**src/rtl/core/acstc_pkg.sv**
```systemverilog
package acstc_pkg;

    localparam int NUM_CHANNELS = 4;
    localparam int CFG_WIDTH    = 16;

    // Register indexes on the configuration port
    localparam logic CFG_LOSS_TIMEOUT = 1'b0;
    localparam logic CFG_BEEP_TICKS   = 1'b1;

    localparam logic [CFG_WIDTH-1:0] DEFAULT_TICKS = 16'd100;

    // Selection code for "no source among channels 1 to 3"
    localparam logic [1:0] NO_SOURCE = 2'd3;

    typedef logic [NUM_CHANNELS-1:0] chan_mask_t;

endpackage

```
**src/rtl/core/ac_source_transfer_controller_unit.sv**
```systemverilog
// AC source transfer controller. Each request is one millisecond tick carrying the
// rising edges seen by four AC detector channels; each tick yields exactly one result
// (relay drive, presence, selected source, buzzer). One request is taken per clock
// cycle whenever the result side keeps up: the whole per-tick update is a single pass
// of shallow logic from the state registers into the state and result registers, so
// a result shows in the cycle after its request is taken. The result
// register frees as it is taken, so a new request is accepted in the same cycle the
// previous result leaves. A channel turns present on an edge and absent once its age
// counter exceeds loss_timeout; ages saturate at 2**AGE_WIDTH-1, so a loss_timeout at
// or above that value never expires. Relay 4 follows channel 4. Relays 1 to 3 follow
// a sticky selection: all three present forces source 1; with nothing selected, the
// lowest present source is taken and a beep of beep_ticks ticks starts unless one is
// sounding; a lost source is released and relays 1 to 3 stay off for that tick.
// Write configuration only while no tick is in flight.
module ac_source_transfer_controller_unit #(
    parameter int AGE_WIDTH = 16
) (
    input  logic                          aclk,
    input  logic                          aresetn,
    // configuration write port
    input  logic                          cfg_we,
    input  logic                          cfg_index,
    input  logic [acstc_pkg::CFG_WIDTH-1:0] cfg_wdata,
    // tick requests
    input  logic                          s_valid,
    output logic                          s_ready,
    input  logic [3:0]                    s_edge_mask,
    // results
    output logic                          m_valid,
    input  logic                          m_ready,
    output logic [3:0]                    m_relay_drive,
    output logic [3:0]                    m_source_present,
    output logic [1:0]                    m_selected_source,
    output logic                          m_buzzer_on
);

    // Width used to compare an age against the 16 bit timeout
    localparam int CMP_WIDTH = (AGE_WIDTH > acstc_pkg::CFG_WIDTH) ? AGE_WIDTH
                                                                  : acstc_pkg::CFG_WIDTH;
    localparam logic [AGE_WIDTH-1:0] AGE_MAX = {AGE_WIDTH{1'b1}};

    // Configuration registers
    logic [acstc_pkg::CFG_WIDTH-1:0] loss_timeout_reg;
    logic [acstc_pkg::CFG_WIDTH-1:0] beep_ticks_reg;

    // Tick state
    acstc_pkg::chan_mask_t           present_reg, present_next;
    logic [AGE_WIDTH-1:0]            age_reg  [acstc_pkg::NUM_CHANNELS];
    logic [AGE_WIDTH-1:0]            age_next [acstc_pkg::NUM_CHANNELS];
    logic [1:0]                      selection_reg, selection_next;
    logic                            beep_active_reg, beep_active_next;
    logic [acstc_pkg::CFG_WIDTH-1:0] beep_left_reg, beep_left_next;

    // Result register
    logic                            m_valid_reg;
    logic [3:0]                      relay_reg, relay_next;

    logic s_accept;

    // The result slot is free when empty or being taken this cycle
    assign s_ready  = !m_valid_reg || m_ready;
    assign s_accept = s_valid && s_ready;

    always_ff @(posedge aclk) begin
        if (!aresetn) begin
            loss_timeout_reg <= acstc_pkg::DEFAULT_TICKS;
            beep_ticks_reg   <= acstc_pkg::DEFAULT_TICKS;
        end else if (cfg_we) begin
            case (cfg_index)
                acstc_pkg::CFG_LOSS_TIMEOUT: loss_timeout_reg <= cfg_wdata;
                acstc_pkg::CFG_BEEP_TICKS:   beep_ticks_reg   <= cfg_wdata;
                default: ;
            endcase
        end
    end

    always_comb begin
        logic                            lost;
        logic [acstc_pkg::CFG_WIDTH-1:0] left_dec;
        logic                            start_beep;

        present_next = present_reg;
        relay_next   = '0;
        start_beep   = 1'b0;

        // Advance ages, restart on an edge, then apply the loss timeout
        for (int i = 0; i < acstc_pkg::NUM_CHANNELS; i++) begin
            age_next[i] = (age_reg[i] != AGE_MAX) ? age_reg[i] + 1'b1 : age_reg[i];
            if (s_edge_mask[i]) begin
                age_next[i]     = '0;
                present_next[i] = 1'b1;
            end
            if (CMP_WIDTH'(age_next[i]) > CMP_WIDTH'(loss_timeout_reg)) begin
                present_next[i] = 1'b0;
            end
        end

        // Count down a running beep
        left_dec = (beep_active_reg && beep_left_reg != '0) ? beep_left_reg - 1'b1
                                                            : beep_left_reg;

        // Relay 4 follows channel 4 directly
        relay_next[3] = present_next[3];

        // Sticky selection among channels 1 to 3
        selection_next = selection_reg;
        lost           = 1'b0;
        if (present_next[2:0] == 3'b111) begin
            selection_next = 2'd0;
            relay_next[0]  = 1'b1;
        end else if (selection_reg == acstc_pkg::NO_SOURCE) begin
            if (present_next[0]) begin
                selection_next = 2'd0;
                relay_next[0]  = 1'b1;
                start_beep     = 1'b1;
            end else if (present_next[1]) begin
                selection_next = 2'd1;
                relay_next[1]  = 1'b1;
                start_beep     = 1'b1;
            end else if (present_next[2]) begin
                selection_next = 2'd2;
                relay_next[2]  = 1'b1;
                start_beep     = 1'b1;
            end
        end else if (present_next[selection_reg]) begin
            relay_next[selection_reg] = 1'b1;
        end else begin
            lost = 1'b1;
        end
        if (lost) begin
            // Release; relays 1 to 3 stay off this tick
            selection_next = acstc_pkg::NO_SOURCE;
        end

        // Start a beep only if none is sounding
        beep_active_next = beep_active_reg;
        beep_left_next   = left_dec;
        if (start_beep && !beep_active_reg) begin
            beep_active_next = 1'b1;
            beep_left_next   = beep_ticks_reg;
        end

        // End of beep
        if (beep_active_next && beep_left_next == '0) begin
            beep_active_next = 1'b0;
        end
    end

    always_ff @(posedge aclk) begin
        if (!aresetn) begin
            present_reg     <= '0;
            selection_reg   <= acstc_pkg::NO_SOURCE;
            beep_active_reg <= 1'b0;
            beep_left_reg   <= '0;
            m_valid_reg     <= 1'b0;
            for (int i = 0; i < acstc_pkg::NUM_CHANNELS; i++) begin
                age_reg[i] <= '0;
            end
        end else begin
            if (s_accept) begin
                present_reg     <= present_next;
                selection_reg   <= selection_next;
                beep_active_reg <= beep_active_next;
                beep_left_reg   <= beep_left_next;
                for (int i = 0; i < acstc_pkg::NUM_CHANNELS; i++) begin
                    age_reg[i] <= age_next[i];
                end
                m_valid_reg <= 1'b1;
            end else if (m_ready) begin
                m_valid_reg <= 1'b0;
            end
        end
    end

    // Hold the result payload until taken; load it with each accepted tick
    always_ff @(posedge aclk) begin
        if (s_accept) begin
            relay_reg <= relay_next;
        end
    end

    assign m_valid           = m_valid_reg;
    assign m_relay_drive     = relay_reg;
    assign m_source_present  = present_reg;
    assign m_selected_source = selection_reg;
    assign m_buzzer_on       = beep_active_reg;

endmodule

```
**config.mk**
```make
export PLATFORM = sky130hd
export DESIGN_NAME = ac_source_transfer_controller_unit
export DESIGN_NICKNAME = d
export VERILOG_FILES = /design/src/rtl/core/acstc_pkg.sv /design/src/rtl/core/ac_source_transfer_controller_unit.sv
export SDC_FILE = /design/constraint.sdc
export NUM_CORES = 1
export LEC_CHECK = 0
export BUFFER_PORTS_ARGS = -buffer_cell sky130_fd_sc_hd__buf_2
export CAP_MARGIN = 20
export CORE_MARGIN = 2
export CORE_UTILIZATION = 45
export CTS_CLUSTER_DIAMETER = 200
export DETAILED_ROUTE_END_ITERATION = 8
export PLACE_DENSITY = 0.65
export SYNTH_ARGS = -nofsm -noshare
export SYNTH_HDL_FRONTEND = slang
export SYNTH_SLANG_ARGS = --single-unit
export TNS_END_PERCENT = 100
```
**constraint.sdc**
```tcl
create_clock -name aclk -period 6.8 [get_ports aclk]
set_clock_uncertainty 0.15 [all_clocks]
set_input_delay 0.34 -clock aclk [delete_from_list [all_inputs] [get_ports aclk]]
set_output_delay 0.34 -clock aclk [all_outputs]
set_load 0.02 [all_outputs]
```
# ---- After elaboration in Yosys (flattened, before gate mapping)
# Memory sizes are Yosys's and may differ from the RTL's.
# Index checks and enable logic that the tools add are counted.
dict set report totals {
  mem_count 1
  word_cells 105
  output_inout_bits 13
  in_bits 26
  ramBits 64
  reg_bits 60
}
# memory words word_bits read_ports rd_ports_with_merged_regs wr line
set memory_table {}
lappend memory_table {age_reg 4 16 4 0 4 ac_source_transfer_controller_unit.sv:48} ;# logic [AGE_WIDTH-1:0] age_reg [acstc_pkg::NUM_CHANNELS];
dict set report classes {
  n_reduce_logical 16
  n_mux 56
  magnitude_cmp 6
  eq_ne 6
  bitwise 6
  n_addsub 5
}
# cell n
set ops {}
lappend ops {{$mux W16} 14}
lappend ops {{$add A16 B1 Y16 const B} 4}
lappend ops {{$gt A16 B16 Y1} 4}
lappend ops {{$ne A16 B16 Y1 const B} 4}
lappend ops {{$mux W1} 30}
lappend ops {{$logic_not A16 Y1} 1}
lappend ops {{$reduce_bool A16 Y1} 1}
lappend ops {{$sub A16 B1 Y16 const B} 1}
lappend ops {{$mux W2} 7}
lappend ops {{$mux W3} 2}
lappend ops {{$logic_and A1 B1 Y1} 5}
lappend ops {{$reduce_bool A5 Y1} 1}
lappend ops {{$mux W4} 1}
lappend ops {{$or A1 B1 Y1} 4}
lappend ops {{$or A4 B4 Y4} 1}
lappend ops {{$reduce_and A2 Y1} 2}
lappend ops {{$eq A3 B3 Y1 const B} 1}
lappend ops {{$lt A2 B3 Y1 const B} 1}
lappend ops {{$reduce_and A3 Y1} 1}
lappend ops {{$reduce_bool A3 Y1} 1}
lappend ops {{$bmux W1 S2} 1}
lappend ops {{$demux W1 S2} 1}
lappend ops {{$eq A2 B2 Y1 const B} 1}
lappend ops {{$ge A2 B1 Y1 const B} 1}
lappend ops {{4 further kinds} 5}

# ---- Logic depth before layout (Yosys ltp)
dict set report logic_depth {
  depth_word 15
  ltp_mapped 20
  depth_no_buf 17
}

# ---- Worst setup path after synthesis
# OpenSTA, ideal clock, no wires.
dict set report synth_path {
  path_type {register -> register}
  from {mem age_reg[2][3]}
  to {reg beep_left_reg[10] in the netlist's numbering}
  slack_ps 2408
  t_arrival_ps 4098
  stages_incl_launch_ff 20
  n_path_buf 2
  synth_period_minus_slack_ps 4392
  required_ps 6506
  setup_time_ps 144
  path_cell_list {edfxtp_1 -> and4_1 -> nand4_1 -> nor3_1 -> nand4_1 -> nand2b_1 -> nor2_1 -> xnor2_1 -> nor2_1 -> ha_1 -> a21oi_1 -> o21ai_0 -> a2111oi_0 -> a31oi_1 -> or3_1 -> clkbuf_1 -> and2_4 -> buf_4 -> a22oi_1 -> o221ai_1}
}
# item line
set synth_lines {}
lappend synth_lines {{start, declared} ac_source_transfer_controller_unit.sv:48}
lappend synth_lines {{end signal, assigned} ac_source_transfer_controller_unit.sv:164} ;# beep_left_reg <= beep_left_next;
lappend synth_lines {{end, declared} ac_source_transfer_controller_unit.sv:52} ;# logic [acstc_pkg::CFG_WIDTH-1:0] beep_left_reg, beep_left_next;

==> results.cfg <==
[power_and_ir_drop]
swShare_pct = 29.7
power_leakage_nw = 3.61
powerDensity_nw_per_um2 = 259
p_comb_share_pct = 18.3
clkPwrFrac_pct = 43.3
p_sw_mw = 0.706
peakVddDrop_uv = 235
pwr-share-seq_pct = 38.4
intPower_mw = 1.68

[yosys]
synth_top_family_by_area = simple AND/OR/NAND/NOR gates
synth_cell_types = 63
synth_compound_area_share_pct = 12.0
synthesis.nets = 1056
synthFlopType = edfxtp_1
synth_xor_area_share_pct = 5.36
async_flop_share_pct = 0
synth_fa_ha_area_share_pct = 10.8
synthesis.area_um2 = 8170
synth_edf_count = 68
synthSimpleGateAreaFrac_pct = 28.0
ys_seq_area_share_pct = 38.7
yosys_register_bits = 124
synth_cells = 960
syn_avg_cell_area_um2 = 8.51
yosysWarnings = 0
muxShareOfSynthArea_pct = 1.35

[drt]
vias_per_cell = 5.77
wire_per_inst_um = 17.0
drtAntennaViolNets = 0
dr.first_iter.drc_count = 538
vias = 7034
wl_um = 20700
firstDrtPassIters = 5
drc = 0

[timing]
rsz0062_at_grt = no
timing.hold.ws_ns = 0.00751
max_slew_margin_pct = 39.5
hold_viol_final = 0
finalSetupViolCount = 0
worst_pin_slew_ns = 0.907
fin_ws_ns = 1.60
period_share_pct = 76.4
report.final.slew_viol_count = 0
finalCriticalPeriod_ns = 5.20
setup-tns-final_ns = 0
timing.fmax_ghz = 0.192

[floorplan]
core_region_area_um2 = 17900
pin_count = 39
die_area_um2 = 19200
die_x_um = 139
start_util_pct = 45.6
rows = 49
die_y_um = 139

[critical_path]
critPathRequiredTime_ns = 6.95
r2r_start = age_reg[2][3]
start_kind = flip-flop
worstPathMaxFanout = 10
endpoint_kind = flip-flop
r2r_slack_ns = 1.60
worst_r2r_endpoint = beep_left_reg[6]
r2r_cells = 17
worstSetupPathType = reg -> reg
arrival_ns = 5.35

[worst_hold_path]
min_delay_path_depth = 3
min_from = cfg_wdata[2]
min_to = beep_ticks_reg[2]
min_path_type = in -> reg

[cells_and_area]
regArea_um2 = 3160
drive_above_1_share_pct = 8.58
multi_input_area_um2 = 4710
fin_nets = 1074
final_common_cell = nand2_1
n_antenna_cell = 0
stdcell_area_um2 = 9200
largest_reg_flops = 64
nFillCells = 1692
syn_to_final_growth_pct = 12.7
final_cell_mix = nand2_1, nor2_1, ha_1

[placed_design]
port_buffers = 38
place_area_um2 = 8510
gp_congestion = 0.884
dp_hpwl_um = 14600
pre_cts_ws_ns = 1.76

[grt]
grt_pass1_wl_um = 34300
grt_pass1_vias = 6767
track_usage_pct = 22.3
grt_max_degree = 65
antenna_found_initial = 0
grt.overflow.total = 0

[clock_network]
h-tree-depth = 4
cts_made_buffers = 17
insertion_delay_ns = 0.43
cts_resized = 0
clockBufferDepth = 2
cts_setup_buffers = 0
clk_pin_slew_ns = 0.06
tritoncts = yes
cts.sinks = 124
clockRootBuffer = clkbuf_16

[run_status]
status = finished clean

[flow_run]
cap_violations = 0
-- critical path, stage by stage (launching register included) --
cell and delay, ns:
edfxtp_1 0.44, and4_1 0.26, nand4_1 0.17, nor3_1 0.28
nand4_1 0.35, nand2b_1 0.31, nor3_1 0.09, xnor2_1 0.18
nor2_1 0.07, ha_1 0.33, nand4_1 0.14, nor4_1 0.39
o21ai_0 0.16, a31oi_1 0.65, or3_1 0.31, nand2_1 0.28
o41ai_1 0.42, a21oi_1 0.08
-- cells by family after synthesis --
family / after synthesis
flip-flops: 124
multiplexers: 11
AND/OR/NAND/NOR: 469
XOR/XNOR: 50
buffers and inverters: 78
adder cells (fa/ha/maj): 71
AO/OA/AOI/OAI: 157
-- metrics by stage --
step,utilization [%],total power [mW],instances
floorplan,-,1.25,960
global placement,47.6,1.36,1186
detailed placement,47.6,1.36,1186
CTS,51.4,2.38,1220
global route,51.4,2.49,1220
finish,51.4,2.38,1220
-- layout make-up --
cell class	instances	share of cell area, %
Multi-Input combinational cell	758	51.2
Sequential cell	124	34.4
Clock buffer	22	5.74
Tap cell	229	3.11
Timing Repair Buffer	47	2.85
Clock inverter	10	1.55
Inverter	30	1.22
-- power by group through the flow --
stage	Combinational [mW]	Clock, mW	Sequential [mW]
floorplan	0.328	0	0.919
global placement	0.428	0	0.929
detailed placement	0.429	0	0.929
CTS	0.433	1.04	0.914
global route	0.494	1.07	0.924
finish	0.436	1.03	0.915
-- cell usage after synthesis, types with 5 or more instances --
| master | n | area (um2) |
|---|---|---|
| nand2_1 | 121 | 454 |
| nor2_1 | 103 | 387 |
| ha_1 | 70 | 876 |
| edfxtp_1 | 68 | 2040 |
| a21oi_1 | 62 | 310 |
| nor3_1 | 62 | 310 |
| dfxtp_1 | 56 | 1120 |
| nand3_1 | 47 | 235 |
| clkbuf_1 | 38 | 143 |
| nand4_1 | 35 | 219 |
| inv_1 | 30 | 113 |
| xor2_1 | 28 | 245 |
| o21ai_0 | 26 | 130 |
| and3_1 | 22 | 138 |
| xnor2_1 | 22 | 193 |
| nand2b_1 | 18 | 113 |
| nor4_1 | 18 | 113 |
| a31oi_1 | 13 | 81.3 |
| mux2i_1 | 11 | 110 |
| nor2b_1 | 10 | 62.6 |
| buf_1 | 7 | 26.3 |
| a21o_1 | 5 | 37.5 |
| and4_1 | 5 | 43.8 |
| or3_1 | 5 | 31.3 |
-- worst max path at each step --
| stage | depth (start not counted) | slack (ns) | endpoint | from |
|---|---|---|---|---|
| 2_1_floorplan | 19 | 2.41 | beep_left_reg[10] | age_reg[2][3] |
| 3_3_place_gp | 17 | 1.94 | beep_left_reg[1] | age_reg[2][3] |
| 3_5_place_dp | 17 | 1.76 | beep_left_reg[1] | age_reg[2][3] |
| 4_1_cts | 17 | 1.71 | beep_left_reg[6] | age_reg[2][3] |
| 5_1_grt | 17 | 1.02 | beep_left_reg[1] | age_reg[2][3] |
| 6_report | 17 | 1.60 | beep_left_reg[6] | age_reg[2][3] |
-- what timing repair did --
action,in CTS,in global routing
hold buffers,2,0
hold endpoints to repair,2,0
setup endpoints to repair,0,0
-- metal layers --
metal  vias up  track usage, %  routed length (um)
met1      3282            31.2               10200
met2       171            34.9                9210
met5         -               0                   0
met3        29            3.97                 883
met4         0            7.81                 405
li1       3552               -                   -
No activity file was read; power rests on OpenSTA's default activity.
